[src/design/b64dec_pkg.sv]
// types, constants and lookup functions shared by the base64 stream decoder
package b64dec_pkg;

  localparam logic [7:0] CharPad   = 8'h3D;  // '='
  localparam logic [6:0] BadSextet = 7'd64;  // bit 6 marks an invalid character
  localparam logic [7:0] LowNibble = 8'h0F;
  localparam logic [5:0] LowPair   = 6'h03;

  localparam logic KindByte    = 1'b0;
  localparam logic KindSummary = 1'b1;

  localparam logic [1:0] StatusOk      = 2'd0;
  localparam logic [1:0] StatusBadChar = 2'd1;
  localparam logic [1:0] StatusSize    = 2'd2;

  typedef struct packed {
    logic [7:0] ch;
    logic       is_last;
  } in_item_t;

  typedef struct packed {
    logic        kind;
    logic [7:0]  data;
    logic [1:0]  status;
    logic [15:0] byte_count;
    logic        end_flag;
  } out_item_t;

  // alphabet lookup, invalid characters map to the flagged code
  function automatic logic [6:0] sextet_of(input logic [7:0] c);
    logic [6:0] v;
    begin
      if (c >= 8'h41 && c <= 8'h5A) begin
        v = 7'(c - 8'h41);
      end else if (c >= 8'h61 && c <= 8'h7A) begin
        v = 7'(c - 8'h61 + 8'd26);
      end else if (c >= 8'h30 && c <= 8'h39) begin
        v = 7'(c - 8'h30 + 8'd52);
      end else if (c == 8'h2B) begin
        v = 7'd62;
      end else if (c == 8'h2F) begin
        v = 7'd63;
      end else begin
        v = BadSextet;
      end
      return v;
    end
  endfunction

  // space, tab, newline, vertical tab, form feed, carriage return
  function automatic logic is_blank(input logic [7:0] c);
    return (c == 8'h20) || (c >= 8'h09 && c <= 8'h0D);
  endfunction

endpackage

[src/design/base64_stream_decoder_top.sv]
// base64 stream decoder: one character per transfer in, bytes and a summary out
//
//  channel | direction | handshake            | payload
//  --------+-----------+----------------------+-----------------------------
//  in      | sink      | in_valid_i/in_stall_o | in_data_i (ch, is_last)
//  out     | source    | out_valid_o/out_stall_i | out_data_o (result item)
//  cfg     | sink      | cfg_valid_i/cfg_ready_o | cfg_data_i (capacity)
//
// one character is decoded per cycle while in_stall_o is low, in a single
// registered pass: the input transfer updates the quartet state and loads up
// to four results (three bytes and the summary) into a four-entry result
// buffer in the same edge. it drains one result per cycle unless the output
// stalls, so a character yielding at most one result sustains one transfer per
// cycle while unstalled; one yielding more holds further input until the
// single output port drains them. reset clears the capacity and all message
// state but the held sextets; no clearing pass is needed. input stall rises
// only while the buffer holds more than the one result leaving this cycle.
module base64_stream_decoder_top
  import b64dec_pkg::*;
#(
  parameter int unsigned MAX_INPUT_CHARS = 65536
) (
  input  logic        clk_i,
  input  logic        rst_ni,
  input  logic        in_valid_i,
  output logic        in_stall_o,
  input  in_item_t    in_data_i,
  output logic        out_valid_o,
  input  logic        out_stall_i,
  output out_item_t   out_data_o,
  input  logic        cfg_valid_i,
  output logic        cfg_ready_o,
  input  logic [15:0] cfg_data_i
);

  // char counter saturates at MAX_INPUT_CHARS + 1
  localparam int CCW  = $clog2(MAX_INPUT_CHARS + 2);
  localparam int CMPW = (CCW > 17) ? CCW : 17;

  // message state
  logic [15:0]    cap_q;
  logic [1:0]     slot_q, slot_d;
  logic           open_q, open_d;
  logic [6:0]     held_q [3];
  logic [15:0]    oc_q, oc_d;
  logic [CCW-1:0] cc_q, cc_d;
  logic           err_q, err_d;
  logic [1:0]     pad_q, pad_d;

  // result buffer, entry 0 is presented on the output
  out_item_t      buf_q [4];
  logic [2:0]     cnt_q;
  out_item_t      res_d [4];
  logic [2:0]     n_d;

  logic in_xfer, out_xfer;
  logic [7:0] ch;
  logic       take, close;
  logic [6:0] v, va, vb, vc, vd;
  logic       bad_ab, emit, e0, e1, e2;
  logic [15:0] oc1, oc2, oc3;
  logic [7:0] b0, b1, b2;
  logic [1:0] lo;
  logic [CCW-1:0]  cc_n;
  logic [1:0]      pad_n;
  logic [CCW+1:0]  cc3;
  logic [CMPW-1:0] expect_q4, cap_pad;
  logic [1:0]      pad_cnt;
  out_item_t       summ;

  assign cfg_ready_o = 1'b1;
  assign out_valid_o = (cnt_q != 3'd0);
  assign out_data_o  = buf_q[0];
  assign out_xfer    = out_valid_o && !out_stall_i;
  // free once the last buffered result leaves
  assign in_stall_o  = (cnt_q > 3'd1) || ((cnt_q == 3'd1) && out_stall_i);
  assign in_xfer     = in_valid_i && !in_stall_o;

  assign ch   = in_data_i.ch;
  assign v    = sextet_of(ch);
  assign take = !is_blank(ch);
  // a quartet closes on its fourth character, or at message end with invalid-code fill
  assign close = (take && slot_q == 2'd3) || in_data_i.is_last;

  // quartet as seen at close: held entries, this character, then fill
  always_comb begin
    va = BadSextet;
    vb = BadSextet;
    vc = BadSextet;
    if (slot_q > 2'd0)             va = held_q[0];
    else if (take)                 va = v;
    if (slot_q > 2'd1)             vb = held_q[1];
    else if (take && slot_q == 2'd1) vb = v;
    if (slot_q > 2'd2)             vc = held_q[2];
    else if (take && slot_q == 2'd2) vc = v;
    vd = (take && slot_q == 2'd3) ? v : BadSextet;
  end

  assign bad_ab = va[6] || vb[6];
  assign emit   = close && !err_q && !bad_ab;

  assign b0 = {va[5:0], vb[5:4]};
  assign b1 = (8'({2'b00, vb[5:0]}) & LowNibble) << 4 | 8'(vc[5:2]);
  // invalid third with valid fourth keeps the top bits set
  assign lo = vc[6] ? 2'b11 : 2'((vc[5:0] & LowPair));
  assign b2 = {lo, vd[5:0]};

  // capacity gate, bytes are dropped and not counted once it is reached
  assign e0  = emit && (oc_q < cap_q);
  assign oc1 = oc_q + 16'(e0);
  assign e1  = emit && !vc[6] && (oc1 < cap_q);
  assign oc2 = oc1 + 16'(e1);
  assign e2  = emit && !vd[6] && (oc2 < cap_q);
  assign oc3 = oc2 + 16'(e2);

  assign cc_n  = (cc_q <= CCW'(MAX_INPUT_CHARS)) ? cc_q + CCW'(1) : cc_q;
  assign pad_n = {pad_q[0], ch == CharPad};

  // size check: 3*n/4 - pad > capacity, rearranged to stay unsigned
  assign cc3       = (CCW+2)'({cc_n, 1'b0}) + (CCW+2)'(cc_n);
  assign expect_q4 = CMPW'(cc3[CCW+1:2]);
  assign pad_cnt   = 2'(pad_n[0]) + 2'((cc_n > CCW'(1)) && pad_n[1]);
  assign cap_pad   = CMPW'(cap_q) + CMPW'(pad_cnt);

  always_comb begin
    summ            = '0;
    summ.kind       = KindSummary;
    summ.end_flag   = 1'b1;
    if (cap_q == 16'd0 || cc_n > CCW'(MAX_INPUT_CHARS) || expect_q4 > cap_pad) begin
      summ.status = StatusSize;
    end else if (err_q || (close && bad_ab)) begin
      summ.status = StatusBadChar;
    end else begin
      summ.status     = StatusOk;
      summ.byte_count = oc3;
    end
  end

  // build the result list for this character
  always_comb begin
    out_item_t byte_item;
    for (int i = 0; i < 4; i++) begin
      res_d[i] = '0;
    end
    n_d       = 3'd0;
    byte_item = '0;
    byte_item.kind = KindByte;
    if (e0) begin
      byte_item.data   = b0;
      res_d[n_d[1:0]]  = byte_item;
      n_d              = n_d + 3'd1;
    end
    if (e1) begin
      byte_item.data   = b1;
      res_d[n_d[1:0]]  = byte_item;
      n_d              = n_d + 3'd1;
    end
    if (e2) begin
      byte_item.data   = b2;
      res_d[n_d[1:0]]  = byte_item;
      n_d              = n_d + 3'd1;
    end
    if (in_data_i.is_last) begin
      res_d[n_d[1:0]]  = summ;
      n_d              = n_d + 3'd1;
    end else if (n_d != 3'd0) begin
      res_d[2'(n_d - 3'd1)].end_flag = 1'b1;
    end
  end

  // next message state
  always_comb begin
    err_d  = err_q || (close && !err_q && bad_ab);
    slot_d = slot_q;
    open_d = open_q;
    oc_d   = oc3;
    cc_d   = cc_n;
    pad_d  = pad_n;
    if (close) begin
      slot_d = 2'd0;
      open_d = 1'b0;
    end else if (take) begin
      slot_d = slot_q + 2'd1;
      open_d = 1'b1;
    end else if (slot_q == 2'd0) begin
      // whitespace at a quartet boundary still opens one
      open_d = 1'b1;
    end
    if (in_data_i.is_last) begin
      oc_d  = '0;
      cc_d  = '0;
      pad_d = '0;
      err_d = 1'b0;
    end
  end

  always_ff @(posedge clk_i or negedge rst_ni) begin
    if (!rst_ni) begin
      cap_q  <= '0;
      slot_q <= '0;
      open_q <= 1'b0;
      oc_q   <= '0;
      cc_q   <= '0;
      err_q  <= 1'b0;
      pad_q  <= '0;
    end else begin
      if (cfg_valid_i && cfg_ready_o) begin
        cap_q <= cfg_data_i;
      end
      if (in_xfer) begin
        slot_q <= slot_d;
        open_q <= open_d;
        oc_q   <= oc_d;
        cc_q   <= cc_d;
        err_q  <= err_d;
        pad_q  <= pad_d;
      end
    end
  end

  // held sextets are written before they are read
  always_ff @(posedge clk_i) begin
    if (in_xfer && take && !close && slot_q != 2'd3) begin
      held_q[slot_q] <= v;
    end
  end

  always_ff @(posedge clk_i or negedge rst_ni) begin
    if (!rst_ni) begin
      cnt_q <= '0;
    end else if (in_xfer) begin
      cnt_q <= n_d;
    end else if (out_xfer) begin
      cnt_q <= cnt_q - 3'd1;
    end
  end

  always_ff @(posedge clk_i) begin
    if (in_xfer) begin
      for (int i = 0; i < 4; i++) begin
        buf_q[i] <= res_d[i];
      end
    end else if (out_xfer) begin
      for (int i = 0; i < 3; i++) begin
        buf_q[i] <= buf_q[i+1];
      end
    end
  end

  // checks
  a_cnt_range: assert property (@(posedge clk_i) disable iff (!rst_ni)
    cnt_q <= 3'd4) else $error("result buffer overfilled");

  a_stall_cnt: assert property (@(posedge clk_i) disable iff (!rst_ni)
    !in_stall_o |-> (cnt_q <= 3'd1)) else $error("input taken over pending results");

  a_summary_end: assert property (@(posedge clk_i) disable iff (!rst_ni)
    out_valid_o && out_data_o.kind == KindSummary |-> out_data_o.end_flag)
    else $error("summary without end flag");

  a_byte_clean: assert property (@(posedge clk_i) disable iff (!rst_ni)
    out_valid_o && out_data_o.kind == KindByte
      |-> (out_data_o.status == StatusOk && out_data_o.byte_count == 16'd0))
    else $error("byte result carries summary fields");

  a_slot_open: assert property (@(posedge clk_i) disable iff (!rst_ni)
    slot_q != 2'd0 |-> open_q) else $error("held sextets without open quartet");

endmodule
[config.mk]
export PLATFORM = sky130hd
export DESIGN_NAME = base64_stream_decoder_top
export DESIGN_NICKNAME = d
export VERILOG_FILES = /design/src/design/b64dec_pkg.sv /design/src/design/base64_stream_decoder_top.sv
export SDC_FILE = /design/constraint.sdc
export NUM_CORES = 1
export LEC_CHECK = 0
export BUFFER_PORTS_ARGS = -buffer_cell sky130_fd_sc_hd__buf_2
export CORE_UTILIZATION = 63
export CTS_CLUSTER_DIAMETER = 60
export CTS_CLUSTER_SIZE = 8
export DETAILED_ROUTE_END_ITERATION = 16
export HOLD_SLACK_MARGIN = 0.12
export PLACE_DENSITY_LB_ADDON = 0.3
export SKIP_LAST_GASP = 1
export SYNTH_ARGS = -nofsm -noshare
export SYNTH_HDL_FRONTEND = slang
export SYNTH_SLANG_ARGS = --single-unit
[constraint.sdc]
create_clock -name clk_i -period 11.1 [get_ports clk_i]
set_clock_uncertainty 0.05 [all_clocks]
set_input_delay 1.11 -clock clk_i [delete_from_list [all_inputs] [get_ports clk_i]]
set_output_delay 1.11 -clock clk_i [all_outputs]
set_load 0.02 [all_outputs]
Word-level counts from Yosys, hierarchy flattened
Memory sizes are Yosys's and may differ from the RTL's.
Index checks and enable logic that the tools add are counted.
W data, S select, Z words.
{ "totals": {"register_bits": 56, "ramBits": 133, "in_bits": 30, "elab_cells": 177, "n_memories": 2} }
{ "classes": {"addsub": 18, "order_cmp": 27, "n_eq_ne": 10, "mux": 57, "bitwise_logic": 8, "reduce_logical": 48} }
{ "mem_list": {"columns": ["name", "depth", "width", "read_ports", "rd_clocked_by_memory_dff", "wr", "line", "source"], "rows": [
  ["buf_q", 4, 28, 4, 0, 4, "base64_stream_decoder_top.sv:51", "out_item_t buf_q [4];"],
  ["held_q", 3, 7, 3, 0, 1, "base64_stream_decoder_top.sv:44", "logic [6:0] held_q [3];"]
]} }
{ "op_table": {"columns": ["op", "n"], "rows": [
  ["$bwmux W112", 4],
  ["$mux W112", 4],
  ["$demux W28 S2", 4],
  ["$mux W28", 6],
  ["$mux W7", 12],
  ["$add A16 B1 Y16", 3],
  ["$lt A16 B16 Y1", 3],
  ["$mux W16", 3],
  ["$mux W17", 2],
  ["$eq A8 B6 Y1 const B", 4],
  ["$logic_and A1 B1 Y1", 27],
  ["$mux W27", 1],
  ["$add A18 B17 Y19", 1],
  ["$add A16 B2 Y17", 1],
  ["$add A17 B1 Y17 const B", 1],
  ["$gt A17 B1 Y1 const B", 1],
  ["$gt A17 B17 Y1", 1],
  ["$gt A17 B17 Y1 const B", 1],
  ["$le A17 B17 Y1 const B", 1],
  ["$ge A8 B7 Y1 const B", 2],
  ["$le A8 B7 Y1 const B", 2],
  ["$logic_not A16 Y1", 1],
  ["$mux W3", 5],
  ["$sub A7 B7 Y7 const B", 2],
  ["other kinds (31)", 76]
]} }

Depth between registers and ports, before layout
{ "logic_depth": {"word_depth": 29, "ltp_mapped": 51, "ltp_nobuf": 42} }

Worst setup path before layout
No wires, ideal clock.
{ "synth_timing": {"path_type": "input to register", "from": "input port in_data_i[3] (netlist name)", "to": "memory buf_q[0][3] (netlist name), data pin", "setup_ns": 0.256, "arrival_time_ns": 10.112, "setup_slack_ns": 0.681, "cell_stages": 46, "path_cell_list": "inv_1 -> ha_1 -> a21o_1 -> o311a_1 -> or3_1 -> buf_6 -> a311oi_1 -> a21boi_1 -> o211a_1 -> buf_2 -> buf_4 -> ha_1 -> ha_1 -> buf_2 -> nand2_1 -> nor2_1 -> xnor2_1 -> inv_1 -> [10 not listed] -> o22ai_2 -> nor3b_1 -> nand3_1 -> xor2_1 -> inv_1 -> ha_1 -> and4_1 -> o21ai_0 -> a2111oi_0 -> nor4_4 -> nand2_1 -> clkbuf_1 -> o21ai_0 -> ha_1 -> and2_1 -> clkbuf_1 -> and2_1 -> a22o_1"} }
{ "synth_lines": {"columns": ["item", "line", "source"], "rows": [
  ["start, declared", "base64_stream_decoder_top.sv:27", "input in_item_t in_data_i,"],
  ["end, declared", "base64_stream_decoder_top.sv:51", null]
]} }

==> impl_results.md <==
- Worst reg2reg path startpoint: slot_q[0]
- Worst path slowest cell: nor4_4
- Critical Path AT: 10750 ps
- Synthesized cell area: 13200 um^2
- Ranking of synthesized cells by area: edfxtp_1 (30%), ha_1 (12%), dfrtp_1 (11%)
- Core Rows: 52
- Synth top cells by count: nand2_1 (168), edfxtp_1 (133), ha_1 (130), o21ai_0 (94), inv_1 (82)
- Async set-reset flop share out of synthesis: 29.6%
- Clock power share: 25.2%
- Largest net degree at the start of global routing: 85
- Clk sink count: 189
- Critical Path Fanout Max: 10
- Fillers: 1525
- Hold wc startpoint: buf_q[1][10]
- Area leader, netlist: edfxtp_1
- Final setup vio count: 0
- CTS clk-pin slew, worst paths: 80 ps
- HPWL after DPL: 23.9 mm
- Synth unique cells: 90
- Worst skew pair latency: 450 ps
- Fmax: 95.0 MHz
- CP Launch Point: in_data_i[3]
- Port-buffer cells: 59
- Max transition margin: 22.8%
- Power consumption: 0.00248 W
- Sequential-to-total area share from yosys stat: 40.9%
- Via count: 10.7k
- CP endpoint kind: flip-flop
- Vias per cell: 6.36
- CTS root buffer: clkbuf_16
- DRT Pass-1 Iters: 5
- Core ar.: 20400 um^2
- Sw Pwr: 0.000925 W
- Final WL: 32.9 mm
- Most common cell in the netlist: nand2_1
- Final core utilization: 70.9%
- Gr usage total: 31.1%
- Leakage: 6.24 nW
- M2 GR Usage: 48.8%
- Average size of a mapped cell: 9.67 um^2
- Met3 usage: 5.43%
- Worst slew pin tran: 1160 ps
- Global-route layer with the greatest usage: met2
- Gate power share: 32.7%
- Seq. cell area: 5400 um^2
- Synth Instances: 1364
- MaxCap Viol Count: 0
- Flop pwr share: 42.1%
- Final Cycle Share: 94.9%
- Main flop type after synthesis: edfxtp_1
- Area occupied by multi-input gates: 7310 um^2
- Post-synth EDFFs: 133
- Hold Path Class: reg -> reg
- Worst R2R Setup Slack: 1150 ps
- Switching Share: 37.2%
- TritonCTS clock tree: done
- Final hold vios: 0
- Total grt overflow: 0
- Largest delay share family, worst path: simple AND/OR/NAND/NOR gates
- Number of H-tree levels: 4
- Die X: 147 um
- Vias in the first global route: 10.2k
- PD cells: 172 nW/um^2
- Initial antenna violation count: 0
- CP Class: in -> reg
- Crit path top cell by count: ha_1
- I/O pin total: 61
- Met1 global-route usage: 43.3%
- WP buf/inv: 5
- Initial drt markers: 1154
- Top cell type's share of synthesized area: 30.3%
- Starting density of the core: 64.8%
- Share of layout cells above drive strength 1: 11.4%
- Hold WS: 470 ps
- Antenna-violating nets left: 0
- Status: finished, final reports clean
- Syn nets: 1526
- Critical path startpoint category: input port
- Die area: 21500 um^2
- DIE HEIGHT: 147 um
- First-pass GRT wire length: 52.9 mm
- Antenna Cells: 0
- Area grow syn2layout: 9.36%
- Routability Congestion: 0.942
- Clk buf depth: 2
- Net count, final: 1567
- Period minus WS final: 10530 ps
- Avg WL per Cell: 19.5 um
- CTS Buf Count: 17
- Internal power: 0.00156 W
- Max incr delay on CP: 510 ps
- CP Data Required Time: 11320 ps
- Peak supply drop: 0.000105 V
- Final Max Tran Viols: 0
- Synth warn: 0
- # DRC: 0
- Seq cells post-synth: 189
cell families (layout without fill, tap and decap cells):
logic type | after synthesis | count (layout) | synth area share (%)
AND/OR/NAND/NOR | 474 | 474 | 18.3
AO/OA/AOI/OAI | 327 | 327 | 17.0
flip-flops | 189 | 189 | 40.9
buffers and inverters | 144 | 198 | 4.48
adder cells (fa/ha/maj) | 132 | 132 | 12.6
XOR/XNOR | 89 | 89 | 6.02
multiplexers | 8 | 8 | 0.635
other | 1 | 1 | 0.0284
cell usage in the layout, fill, tap and decap left out, drive strengths merged, types with 5 or more instances in the layout:
| cell type | synthesis | layout |
|---|---|---|
| o211ai | 6 | 6 |
| a221oi | 7 | 7 |
| clkinv | 1 | 7 |
| mux2i | 5 | 5 |
| a31o | 5 | 5 |
| o21ai | 97 | 97 |
| edfxtp | 133 | 133 |
| nor3b | 6 | 6 |
| ha | 130 | 130 |
| a21oi | 44 | 44 |
| and2 | 19 | 19 |
| a211o | 6 | 6 |
| nand2 | 169 | 169 |
| nand4 | 24 | 24 |
| buf | 20 | 82 |
| nand3 | 46 | 46 |
| o22ai | 10 | 10 |
| xnor2 | 60 | 60 |
| clkbuf | 40 | 17 |
| dfrtp | 56 | 56 |
| a32oi | 6 | 6 |
| xor2 | 29 | 29 |
| nor4 | 21 | 21 |
| and3 | 20 | 20 |
| a211oi | 12 | 12 |
| a21o | 24 | 24 |
| nand2b | 14 | 14 |
| inv | 83 | 92 |
| nor2b | 20 | 20 |
| or3 | 7 | 7 |
| nor3 | 23 | 23 |
| o221ai | 8 | 8 |
| a22o | 36 | 36 |
| a31oi | 14 | 14 |
| nor2 | 81 | 81 |
| and4 | 8 | 8 |
| o31ai | 10 | 10 |
sequential cells by signal, summed over array words and instances, names as in the netlist:
signal  cells
cnt_q       3
slot_q      2
cap_q      16
err_q       1
pad_q       1
oc_q       16
held_q     21
buf_q     112
cc_q       17
worst register-to-register path: cells and delay by family, from the launching register on:
family	cells	cell delay (ps)
AND/OR/NAND/NOR	13	2860
AO/OA/AOI/OAI	11	2760
adder cells (fa/ha/maj)	8	2440
XOR/XNOR	3	700
buffers and inverters	4	560
flip-flops	1	420
power by group through the flow:
stage	logic, W	registers [W]	clock network (W)
4_1_cts	0.000803	0.00105	0.000629
6_report	0.000812	0.00105	0.000625
3_5_place_dp	0.000797	0.00106	0
2_1_floorplan	0.000543	0.00109	0
5_1_grt	0.000895	0.00106	0.000653
3_3_place_gp	0.000778	0.00105	0
per-layer routing:
layer  vias to the layer above  part of all wire (%)  routed length [um]
li1                       5072                     -                   -
met1                      5131                    44               14300
met2                       456                    46               15300
met3                        74                   7.3                2410
met4                         0                   2.7                 904
met5                         -                     0                   0
timing repair:
action	in CTS	in global routing
hold buffers	0	0
endpoints found under the setup margin	0	122
gates resized for setup	0	18
setup buffers	0	2
per-stage QoR:
step                worst slack (ps)  area [um^2]  TNS [ps]  cells
finish                           570        14400         0   1688
global route                   -76.2        14400      -546   1688
detailed placement              -103        13700     -1290   1654
CTS                              266        14300         0   1686
global placement                 254        13700         0   1654
floorplan                        681        13200         0   1364
path summary, 6_finish.rpt:
kind,to,cells past startpoint
max,buf_q[1][11],42
max reg2reg,buf_q[1][11],39
min,buf_q[0][10],2
min reg2reg,buf_q[0][10],2
max in group asynchronous,cnt_q[0],2
min in group asynchronous,cap_q[10],2
area by class of cell:
type                            instances  share of cell area [%]
Clock buffer                           17                    2.95
Clock inverter                         15                    1.26
Inverter                               84                    2.19
Multi-Input combinational cell       1031                    50.6
Sequential cell                       189                    37.4
Tap cell                              270                    2.34
Timing Repair Buffer                   82                    3.24
Power figures use the tool's default switching activity.
